File: src/design/scfe_pkg.sv
package scfe_pkg;

  localparam int unsigned FrameLen = 10;
  localparam int unsigned TimeoutW = 16;
  localparam logic [TimeoutW-1:0] TimeoutReset = 16'd500;

  localparam logic [7:0] StartByte   = 8'h7E;
  localparam logic [7:0] VersionByte = 8'hFF;
  localparam logic [7:0] LengthByte  = 8'h06;
  localparam logic [7:0] EndByte     = 8'hEF;

  localparam logic [3:0] LastIdx = 4'(FrameLen - 1);

  typedef enum logic [1:0] {
    FUNC_SEND = 2'd0,
    FUNC_RX   = 2'd1,
    FUNC_TICK = 2'd2
  } func_e;

  typedef enum logic {
    KIND_TX     = 1'b0,
    KIND_REPORT = 1'b1
  } kind_e;

  typedef enum logic [1:0] {
    ST_OK      = 2'd0,
    ST_INVALID = 2'd1,
    ST_TIMEOUT = 2'd2
  } status_e;

  typedef struct packed {
    kind_e       kind;
    logic [7:0]  tx_byte;
    logic        last;
    logic [7:0]  msg_type;
    logic [15:0] msg_arg;
    status_e     status;
  } res_t;

  // frame bytes 1 to 9, element 0 is frame byte 1
  typedef logic [FrameLen-2:0][7:0] frame_t;

  function automatic logic [15:0] frame_check(input logic [5:0][7:0] b);
    logic [15:0] sum;
    sum = 16'd0;
    for (int i = 0; i < 6; i++) begin
      sum = sum + {8'd0, b[i]};
    end
    return 16'd0 - sum;
  endfunction

endpackage

File: src/design/scfe_core.sv
module scfe_core
  import scfe_pkg::*;
(
  input  logic                clk_i,
  input  logic                rst_ni,
  input  logic                fire_i,
  input  logic [1:0]          func_i,
  input  logic [7:0]          cmd_code_i,
  input  logic [15:0]         cmd_arg_i,
  input  logic [7:0]          rx_byte_i,
  input  logic [TimeoutW-1:0] timeout_i,
  output logic                res_valid_o,
  output res_t                res_o,
  output logic                frame_load_o,
  output frame_t              frame_o,
  output logic                waiting_o
);

  logic                waiting_q, waiting_d;
  logic [3:0]          byte_cnt_q, byte_cnt_d;
  logic [9:0][7:0]     reply_q, reply_d;
  logic [TimeoutW-1:0] elapsed_q, elapsed_d;
  logic [15:0]         tx_ck, rx_ck;
  logic                rx_bad;

  always_ff @(posedge clk_i or negedge rst_ni) begin
    if (!rst_ni) begin
      waiting_q  <= 1'b0;
      byte_cnt_q <= 4'd0;
      reply_q    <= '0;
      elapsed_q  <= '0;
    end else if (fire_i) begin
      waiting_q  <= waiting_d;
      byte_cnt_q <= byte_cnt_d;
      reply_q    <= reply_d;
      elapsed_q  <= elapsed_d;
    end
  end

  assign tx_ck = frame_check({cmd_arg_i, 8'd0, cmd_code_i, LengthByte, VersionByte});
  assign rx_ck = frame_check(reply_q[6:1]);
  assign rx_bad = (reply_q[0] != StartByte) || (reply_q[1] != VersionByte) ||
                  (rx_byte_i != EndByte) || (reply_q[7] != rx_ck[15:8]) ||
                  (reply_q[8] != rx_ck[7:0]);

  assign frame_o = {EndByte, tx_ck[7:0], tx_ck[15:8], cmd_arg_i[7:0], cmd_arg_i[15:8],
                    8'd0, cmd_code_i, LengthByte, VersionByte};

  always_comb begin
    waiting_d    = waiting_q;
    byte_cnt_d   = byte_cnt_q;
    reply_d      = reply_q;
    elapsed_d    = elapsed_q;
    res_valid_o  = 1'b0;
    frame_load_o = 1'b0;
    res_o.kind     = KIND_REPORT;
    res_o.tx_byte  = 8'd0;
    res_o.last     = 1'b1;
    res_o.msg_type = reply_q[3];
    res_o.msg_arg  = {reply_q[5], reply_q[6]};
    res_o.status   = ST_OK;
    case (func_i)
      FUNC_SEND: begin
        res_valid_o   = 1'b1;
        frame_load_o  = 1'b1;
        res_o.kind     = KIND_TX;
        res_o.tx_byte  = StartByte;
        res_o.last     = 1'b0;
        res_o.msg_type = 8'd0;
        res_o.msg_arg  = 16'd0;
        waiting_d  = 1'b1;
        byte_cnt_d = 4'd0;
        reply_d    = '0;
        elapsed_d  = '0;
      end
      FUNC_RX: begin
        if (waiting_q) begin
          if (byte_cnt_q == 4'd0 && rx_byte_i != StartByte) begin
            byte_cnt_d = byte_cnt_q;
          end else if (byte_cnt_q == 4'd1 && rx_byte_i != VersionByte) begin
            byte_cnt_d = 4'd0;
            reply_d[0] = 8'd0;
          end else begin
            reply_d[byte_cnt_q] = rx_byte_i;
            if (byte_cnt_q == LastIdx) begin
              byte_cnt_d   = 4'd0;
              waiting_d    = 1'b0;
              res_valid_o  = 1'b1;
              res_o.status = rx_bad ? ST_INVALID : ST_OK;
            end else begin
              byte_cnt_d = byte_cnt_q + 4'd1;
            end
          end
        end
      end
      FUNC_TICK: begin
        if (waiting_q) begin
          if (elapsed_q >= timeout_i) begin
            waiting_d    = 1'b0;
            res_valid_o  = 1'b1;
            res_o.status = ST_TIMEOUT;
          end else begin
            elapsed_d = elapsed_q + 1'b1;
          end
        end
      end
      default: begin
        waiting_d = waiting_q;
      end
    endcase
  end

  assign waiting_o = waiting_q;

endmodule

File: src/design/scfe_out.sv
module scfe_out
  import scfe_pkg::*;
(
  input  logic   clk_i,
  input  logic   rst_ni,
  input  logic   load_i,
  input  res_t   res_i,
  input  logic   frame_load_i,
  input  frame_t frame_i,
  input  logic   out_ready_i,
  output logic   out_valid_o,
  output res_t   res_o,
  output logic   take_o
);

  logic       out_valid_q, out_valid_d;
  res_t       res_q, res_d;
  frame_t     frm_q, frm_d;
  logic [3:0] rem_q, rem_d;
  logic       slot_free;

  assign slot_free = !out_valid_q || out_ready_i;
  assign take_o    = (rem_q == 4'd0) && slot_free;

  always_comb begin
    out_valid_d = out_valid_q;
    res_d       = res_q;
    frm_d       = frm_q;
    rem_d       = rem_q;
    if (slot_free) begin
      if (rem_q != 4'd0) begin
        out_valid_d   = 1'b1;
        res_d         = '0;
        res_d.kind    = KIND_TX;
        res_d.tx_byte = frm_q[0];
        res_d.last    = (rem_q == 4'd1);
        frm_d         = frm_q >> 8;
        rem_d         = rem_q - 4'd1;
      end else if (load_i) begin
        out_valid_d = 1'b1;
        res_d       = res_i;
        if (frame_load_i) begin
          frm_d = frame_i;
          rem_d = LastIdx;
        end
      end else begin
        out_valid_d = 1'b0;
      end
    end
  end

  always_ff @(posedge clk_i or negedge rst_ni) begin
    if (!rst_ni) begin
      out_valid_q <= 1'b0;
      rem_q       <= 4'd0;
    end else begin
      out_valid_q <= out_valid_d;
      rem_q       <= rem_d;
    end
  end

  always_ff @(posedge clk_i) begin
    res_q <= res_d;
    frm_q <= frm_d;
  end

  assign out_valid_o = out_valid_q;
  assign res_o       = res_q;

endmodule

File: src/design/serial_command_frame_engine.sv
// Ten-byte command framing engine for a serial module. A send request
// (func 0) produces ten transmit results, 7E FF 06 cmd 00argH argL ckH ckL
// EF, one per cycle while the output side takes them; input is held off
// until the final byte is presented, since the frame serializer owns the
// result register. Received bytes (func 1) and millisecond ticks (func 2)
// are taken one per cycle while the output side has room and produce at
// most one result, a response report, which is registered; the input is
// free again once the output side has room. A report carries the reply's
// type, argument and status: ok, invalid (bad terminator or checksum) or
// timeout once the ticks after a send exceed timeout_ms (register 0, reset
// 500). Bytes and ticks with no reply pending are dropped.
module serial_command_frame_engine
  import scfe_pkg::*;
(
  input  logic        clk_i,
  input  logic        rst_ni,
  input  logic        psel,
  input  logic        penable,
  input  logic        pwrite,
  input  logic [1:0]  paddr,
  input  logic [31:0] pwdata,
  output logic [31:0] prdata,
  output logic        pready,
  input  logic        in_valid_i,
  output logic        in_ready_o,
  input  logic [1:0]  func_i,
  input  logic [7:0]  cmd_code_i,
  input  logic [15:0] cmd_arg_i,
  input  logic [7:0]  rx_byte_i,
  output logic        out_valid_o,
  input  logic        out_ready_i,
  output logic        kind_o,
  output logic [7:0]  tx_byte_o,
  output logic        last_o,
  output logic [7:0]  msg_type_o,
  output logic [15:0] msg_arg_o,
  output logic [1:0]  status_o
);

  logic [TimeoutW-1:0] timeout_q;
  logic                fire, res_valid, frame_load, waiting;
  res_t                res, res_out;
  frame_t              frame;

  assign pready = 1'b1;
  assign prdata = (paddr == 2'd0) ? {{(32-TimeoutW){1'b0}}, timeout_q} : 32'd0;

  always_ff @(posedge clk_i or negedge rst_ni) begin
    if (!rst_ni) begin
      timeout_q <= TimeoutReset;
    end else if (psel && penable && pwrite && paddr == 2'd0) begin
      timeout_q <= pwdata[TimeoutW-1:0];
    end
  end

  assign fire = in_valid_i && in_ready_o;

  scfe_core u_core (
    .clk_i        (clk_i),
    .rst_ni       (rst_ni),
    .fire_i       (fire),
    .func_i       (func_i),
    .cmd_code_i   (cmd_code_i),
    .cmd_arg_i    (cmd_arg_i),
    .rx_byte_i    (rx_byte_i),
    .timeout_i    (timeout_q),
    .res_valid_o  (res_valid),
    .res_o        (res),
    .frame_load_o (frame_load),
    .frame_o      (frame),
    .waiting_o    (waiting)
  );

  scfe_out u_out (
    .clk_i        (clk_i),
    .rst_ni       (rst_ni),
    .load_i       (fire && res_valid),
    .res_i        (res),
    .frame_load_i (frame_load),
    .frame_i      (frame),
    .out_ready_i  (out_ready_i),
    .out_valid_o  (out_valid_o),
    .res_o        (res_out),
    .take_o       (in_ready_o)
  );

  assign kind_o     = res_out.kind;
  assign tx_byte_o  = res_out.tx_byte;
  assign last_o     = res_out.last;
  assign msg_type_o = res_out.msg_type;
  assign msg_arg_o  = res_out.msg_arg;
  assign status_o   = res_out.status;

  a_frame_continues: assert property (@(posedge clk_i) disable iff (!rst_ni)
    out_valid_o && kind_o == KIND_TX && !last_o |=> out_valid_o && kind_o == KIND_TX)
    else $error("frame byte sequence broken");

  a_frame_holds_input: assert property (@(posedge clk_i) disable iff (!rst_ni)
    out_valid_o && kind_o == KIND_TX && !last_o |-> !in_ready_o)
    else $error("request taken while frame still draining");

  a_report_on_wait_end: assert property (@(posedge clk_i) disable iff (!rst_ni)
    $fell(waiting) |-> out_valid_o && kind_o == KIND_REPORT && last_o)
    else $error("reply wait ended without a report");

endmodule

File: config.mk
export PLATFORM = sky130hd
export DESIGN_NAME = serial_command_frame_engine
export DESIGN_NICKNAME = d
export VERILOG_FILES = /design/src/design/scfe_pkg.sv /design/src/design/scfe_core.sv /design/src/design/scfe_out.sv /design/src/design/serial_command_frame_engine.sv
export SDC_FILE = /design/constraint.sdc
export NUM_CORES = 1
export LEC_CHECK = 0
export BUFFER_PORTS_ARGS = -buffer_cell sky130_fd_sc_hd__buf_4
export CAP_MARGIN = 40
export CORE_MARGIN = 8
export CORE_UTILIZATION = 42
export CTS_CLUSTER_DIAMETER = 150
export DETAILED_ROUTE_END_ITERATION = 10
export PLACE_DENSITY = 0.58
export SYNTH_ARGS = -nofsm -noshare
export SYNTH_HDL_FRONTEND = slang
export SYNTH_SLANG_ARGS = --single-unit
File: constraint.sdc
create_clock -name clk_i -period 8.2 [get_ports clk_i]
set_clock_uncertainty 0.1 [all_clocks]
set_input_delay 1.23 -clock clk_i [delete_from_list [all_inputs] [get_ports clk_i]]
set_output_delay 1.23 -clock clk_i [all_outputs]
set_load 0.05 [all_outputs]
==> results <==
- The run finished with clean final reports.
- Of the total synthesized cell area, the portion taken by XOR and XNOR cells is 2.210%.
- The die area is 35580 um^2.
- The part of the total power dissipated in the clock network is 19.5%.
- Sequential elements use 47.09% of the synthesized area.
- The post-synthesis cell count is 1265.
- The leakage power of the design is 0.006366 uW.
- At the later pin of the worst-skew pair, clock insertion delay measures 0.52 ns.
- The overall power after layout is 5819 uW.
- The TritonCTS clock tree is built.
- For this block, the via count after detailed routing is 9218.
- The synthesized flop and latch total is 215.
- In the final timing run, aggregate negative setup slack is 0 ns.
- The number of setup buffers added after CTS is 0.
- The peak supply drop is 0.0003439 V.
- The critical path goes through ha_1 -> fa_1 -> a21o_1 -> a21oi_1 -> o21bai_1 -> a21oi_1 -> xor2_1 -> ha_1 -> inv_1 -> fa_1 -> fa_1 -> inv_1 -> ha_1 -> xnor2_1 -> or3_1 -> a2111oi_1 -> and4_1 -> a31oi_1 -> or3_1.
- The cell count along the critical path is 19.
- The post-route netlist has 12.96% of its cells at a drive strength greater than 1.
- The endpoint kind of the worst setup timing path is a flop.
- The initial core utilization is 42.45%.
- The number of flops mapped to enable cells by yosys is 101.
- The max-slew violation count came to 0.
- Measured against the total synthesized area, the mux share comes to 0.6699%.
- The total overflow left after global routing is 0.
- The CTS sink count is 215.
- Pin placement for this block handled 146 I/O pins.
- On the critical path, the stage with the largest delay is an instance of fa_1.
- The number of distinct library cells after synthesis is 66.
- The hold violation count in the final report came to 0.
- After detailed routing, the total wire length is 28740 um.
- The internal portion of the total power is 3456 uW.
- Power spread over the standard cell area amounts to 401.2 nW/um^2.
- The combined area of all synthesized cells is 12510 um^2.
- The simple-gate area share of the yosys netlist is 16.95%.
- The first TritonRoute pass finished after 5 iterations.
- The path class of the tightest hold or removal check is reg2reg.
- Routability-driven placement finished with a final weighted congestion of 0.8247.
- The post-DP HPWL is 20820 um.
- Relative to the synthesized area, the layout overhead comes to 15.91%.
- The longest clock path from root to sink contains 3 buffers.
- The post-synthesis average cell area is 9.893 um^2.
- The number of global-route vias before repair is 8889.
- The floorplan has 63 rows.
- The launching element type of the critical path is a flop.
- The ratio of routed vias to standard cells is 5.249.
- The worst pin sits at a relative slew slack of 39.82%.
- The clock edge transition at the registers on the reported setup and hold paths is 0.06 ns.
- The origin of the critical flop-to-flop path is u_core.reply_q[8].
- The highest routing layer actually used is met4.
- The post-detailed-route wirelength per cell is 16.37 um.
- The total CTS buffers is 26.
- Setup repair after global routing left no endpoint under its margin.
- After synthesis, the cell types taking the most area are edfxtp_1 (24%), dfrtp_1 (22%), ha_1 (7.1%), fa_1 (5.3%), nand2_1 (5.1%).
- The final critical path takes up 70.43% of the cycle.
- In this run the power spent charging and discharging nets is 2363 uW.
- The critical path ends at u_out.res_o[0].
- The maximum number of pins on one net before global-route repair is 81.
- From bottom edge to top edge, the die measures 188.6 um.
- For the pin with the worst max-slew slack, the measured transition is 0.8994 ns.
- The post-layout instance count excluding filler cells is 1756.
- The number of placed instances, taps included, is 1708.
- The placeable core area is 29480 um^2.
- The number of nets in the layout is 1525.
- After synthesis, the largest family of logic cells by area is simple AND/OR/NAND/NOR gates.
- The quantity of gates resized following cts is 0.
- The worst setup path is of the reg2reg kind.
- For this design, the CTS-stage hold fixing added 0 buffers.
- The worst path in the final design needs a cycle of 5.775 ns, including I/O delays and setup.
- Setup violations remaining at the end of the flow were counted as 0.
- The first global-routing pass estimated 47380 um of wire.
- The routed design uses 1460 um of met3 wire.
- The number of antenna violations at the first check in global routing is 0.
- In the layout the commonest cells are nand2_1 (169), inv_1 (135), buf_4 (120).
- The worst register-to-register path ends at u_out.res_o[0].
- The number of buffers inserted by port buffering is 112.
- Global routing used 16.04% of the available tracks.
- The worst-case register-to-register setup slack is 2.42 ns.
- For this run, the leading register cell type out of synthesis is dfrtp_1.
- The number of cells on the worst reg-to-reg path is 19.
- The iteration-0 DRC count of the detailed router is 598.
- The tree is rooted in a clkbuf_16.
- Counting both buffers and inverters, the worst setup path holds a total of 2.
- The proportion of total power due to net switching is 40.61%.
- At the worst endpoint, the arrival time is 5.94 ns.
- The area share of the largest cell type after synthesis is 24.24%.
- The source of the critical timing path is u_core.reply_q[8].
- After detailed routing, the number of remaining DRC violations is 0.
- The proportion of power drawn by combinational gates is 50.3%.
- The count of antenna-violating nets left after detailed routing is 0.
- Based on the critical path, the design can be clocked at up to 173.2 MHz.
- Among cell families on the critical path, the largest total delay comes from adder cells.
- The number of maximum-capacitance constraint violations is 0.
- The Yosys step of the flow raised 0 warnings.
- The die width is 188.6 um.
- The repair_antennas step left the layout with diodes totalling 0.
- The synthesized netlist devotes 13.16% of its cell area to compound gates.
- The top fanout value on the critical path is 7.
- Leaving out fill and tap cells, the most frequent cell in the layout is nand2_1.
- The proportion of register bits with asynchronous set or reset after synthesis is 53.02%.
- CTS built an H-tree with a depth of 1.
- Data on the critical path is required at its endpoint by 8.36 ns.
- The critical path's largest stage delay is 0.55 ns.
- The cell type with the highest aggregate area in the netlist is edfxtp_1.
- In this run, flip-flops and latches consume 30.2% of the power.
- The adder and majority cell fraction of the synthesized area is 12.46%.
- For this block, wires on met1 add up to 13800 um.
- Detailed routing placed a total of 13040 um of wire on met2.
==> area by class of cell <==
| type | count | area (um^2) |
|---|---|---|
| inverter | 136 | 510.5 |
| sequential | 215 | 5893 |
| timing repair buffer | 124 | 978.4 |
| multi-input combinational | 843 | 5783 |
| fill | 2728 | 14980 |
| clock inverter | 8 | 87.58 |
| clock buffer | 40 | 764.5 |
| tap | 390 | 488.0 |
==> cells in the mapped netlist, drive strengths merged (3+ instances only) <==
| cell type | instances |
|---|---|
| xor2 | 14 |
| mux2i | 5 |
| a21oi | 45 |
| o32ai | 7 |
| nand4 | 13 |
| a211o | 3 |
| a31oi | 4 |
| or3 | 17 |
| inv | 136 |
| a2111oi | 3 |
| nor3 | 48 |
| o41ai | 5 |
| nand2 | 170 |
| and2 | 23 |
| a21o | 16 |
| fa | 33 |
| o211ai | 3 |
| nor2 | 38 |
| mux2 | 3 |
| xnor2 | 15 |
| o21a | 7 |
| nand2b | 14 |
| o21ai | 69 |
| nor2b | 9 |
| clkbuf | 49 |
| edfxtp | 101 |
| a211oi | 4 |
| nand3 | 75 |
| and3 | 14 |
| dfstp | 6 |
| nand3b | 4 |
| o311ai | 58 |
| ha | 71 |
| buf | 37 |
| dfrtp | 108 |
| and4 | 6 |
==> power by group through the flow <==
stage | Sequential (uW) | Combinational [uW] | Clock, uW
floorplan | 1990 | 2040 | 0
global placement | 1780 | 2860 | 0
detailed placement | 1780 | 2910 | 0
CTS | 1760 | 2930 | 1170
global route | 1800 | 3270 | 1200
finish | 1760 | 2920 | 1140
==> registers in the layout, indices dropped and copies added, names as in the netlist <==
name / flops
u_core.reply_q: 72
u_out.frm_q: 65
u_out.res_o: 36
timeout_q: 16
u_core.elapsed_q: 16
u_core.byte_cnt_q: 4
u_out.rem_q: 4
u_core.waiting_o: 1
u_out.out_valid_o: 1
==> worst register-to-register path: stages (launching register included) <==
cell,delay [ns]
dfrtp_1,0.42
ha_1,0.25
fa_1,0.41
a21o_1,0.18
a21oi_1,0.21
o21bai_1,0.09
a21oi_1,0.21
xor2_1,0.27
ha_1,0.28
inv_1,0.07
fa_1,0.44
fa_1,0.55
inv_1,0.04
ha_1,0.39
xnor2_1,0.17
or3_1,0.31
a2111oi_1,0.43
and4_1,0.24
a31oi_1,0.08
or3_1,0.36
==> kinds of logic after synthesis <==
family,after synthesis
AND/OR/NAND/NOR,441
AO/OA/AOI/OAI,242
buffers and inverters,222
flip-flops,215
adder cells (fa/ha/maj),105
XOR/XNOR,30
multiplexers,8
other,2
==> per-stage QoR <==
step / area (um^2) / worst slack (ns) / utilization [%] / hold slack (ns)
finish: 14510 / 2.425 / 49.20 / 0.3647
detailed placement: 13650 / 2.420 / 46.31 / 0.3572
CTS: 14510 / 2.401 / 49.20 / 0.3695
global placement: 13580 / 2.454 / 46.05 / 0.3510
floorplan: 12570 / 2.924 / - / 0.3405
global route: 14510 / 2.171 / 49.20 / 0.3857
==> per-layer routing <==
metal / global-route usage (%) / up-vias
met4: 2.946 / 0
met3: 3.068 / 29
met1: 22.79 / 4392
met5: 0 / -
met2: 25.33 / 203
li1: - / 4594
==> worst min-delay path by stage <==
stage                            startpoint                 to  cells past startpoint
after floorplan           u_core.reply_q[1]  u_core.reply_q[1]                      1
after global placement    u_core.reply_q[1]  u_core.reply_q[1]                      1
after detailed placement  u_core.reply_q[1]  u_core.reply_q[1]                      1
after CTS                 u_core.reply_q[1]  u_core.reply_q[1]                      1
after global routing      u_core.reply_q[3]  u_core.reply_q[3]                      1
final                     u_core.reply_q[1]  u_core.reply_q[1]                      1
Note: power is estimated with default switching activity, not from simulation.
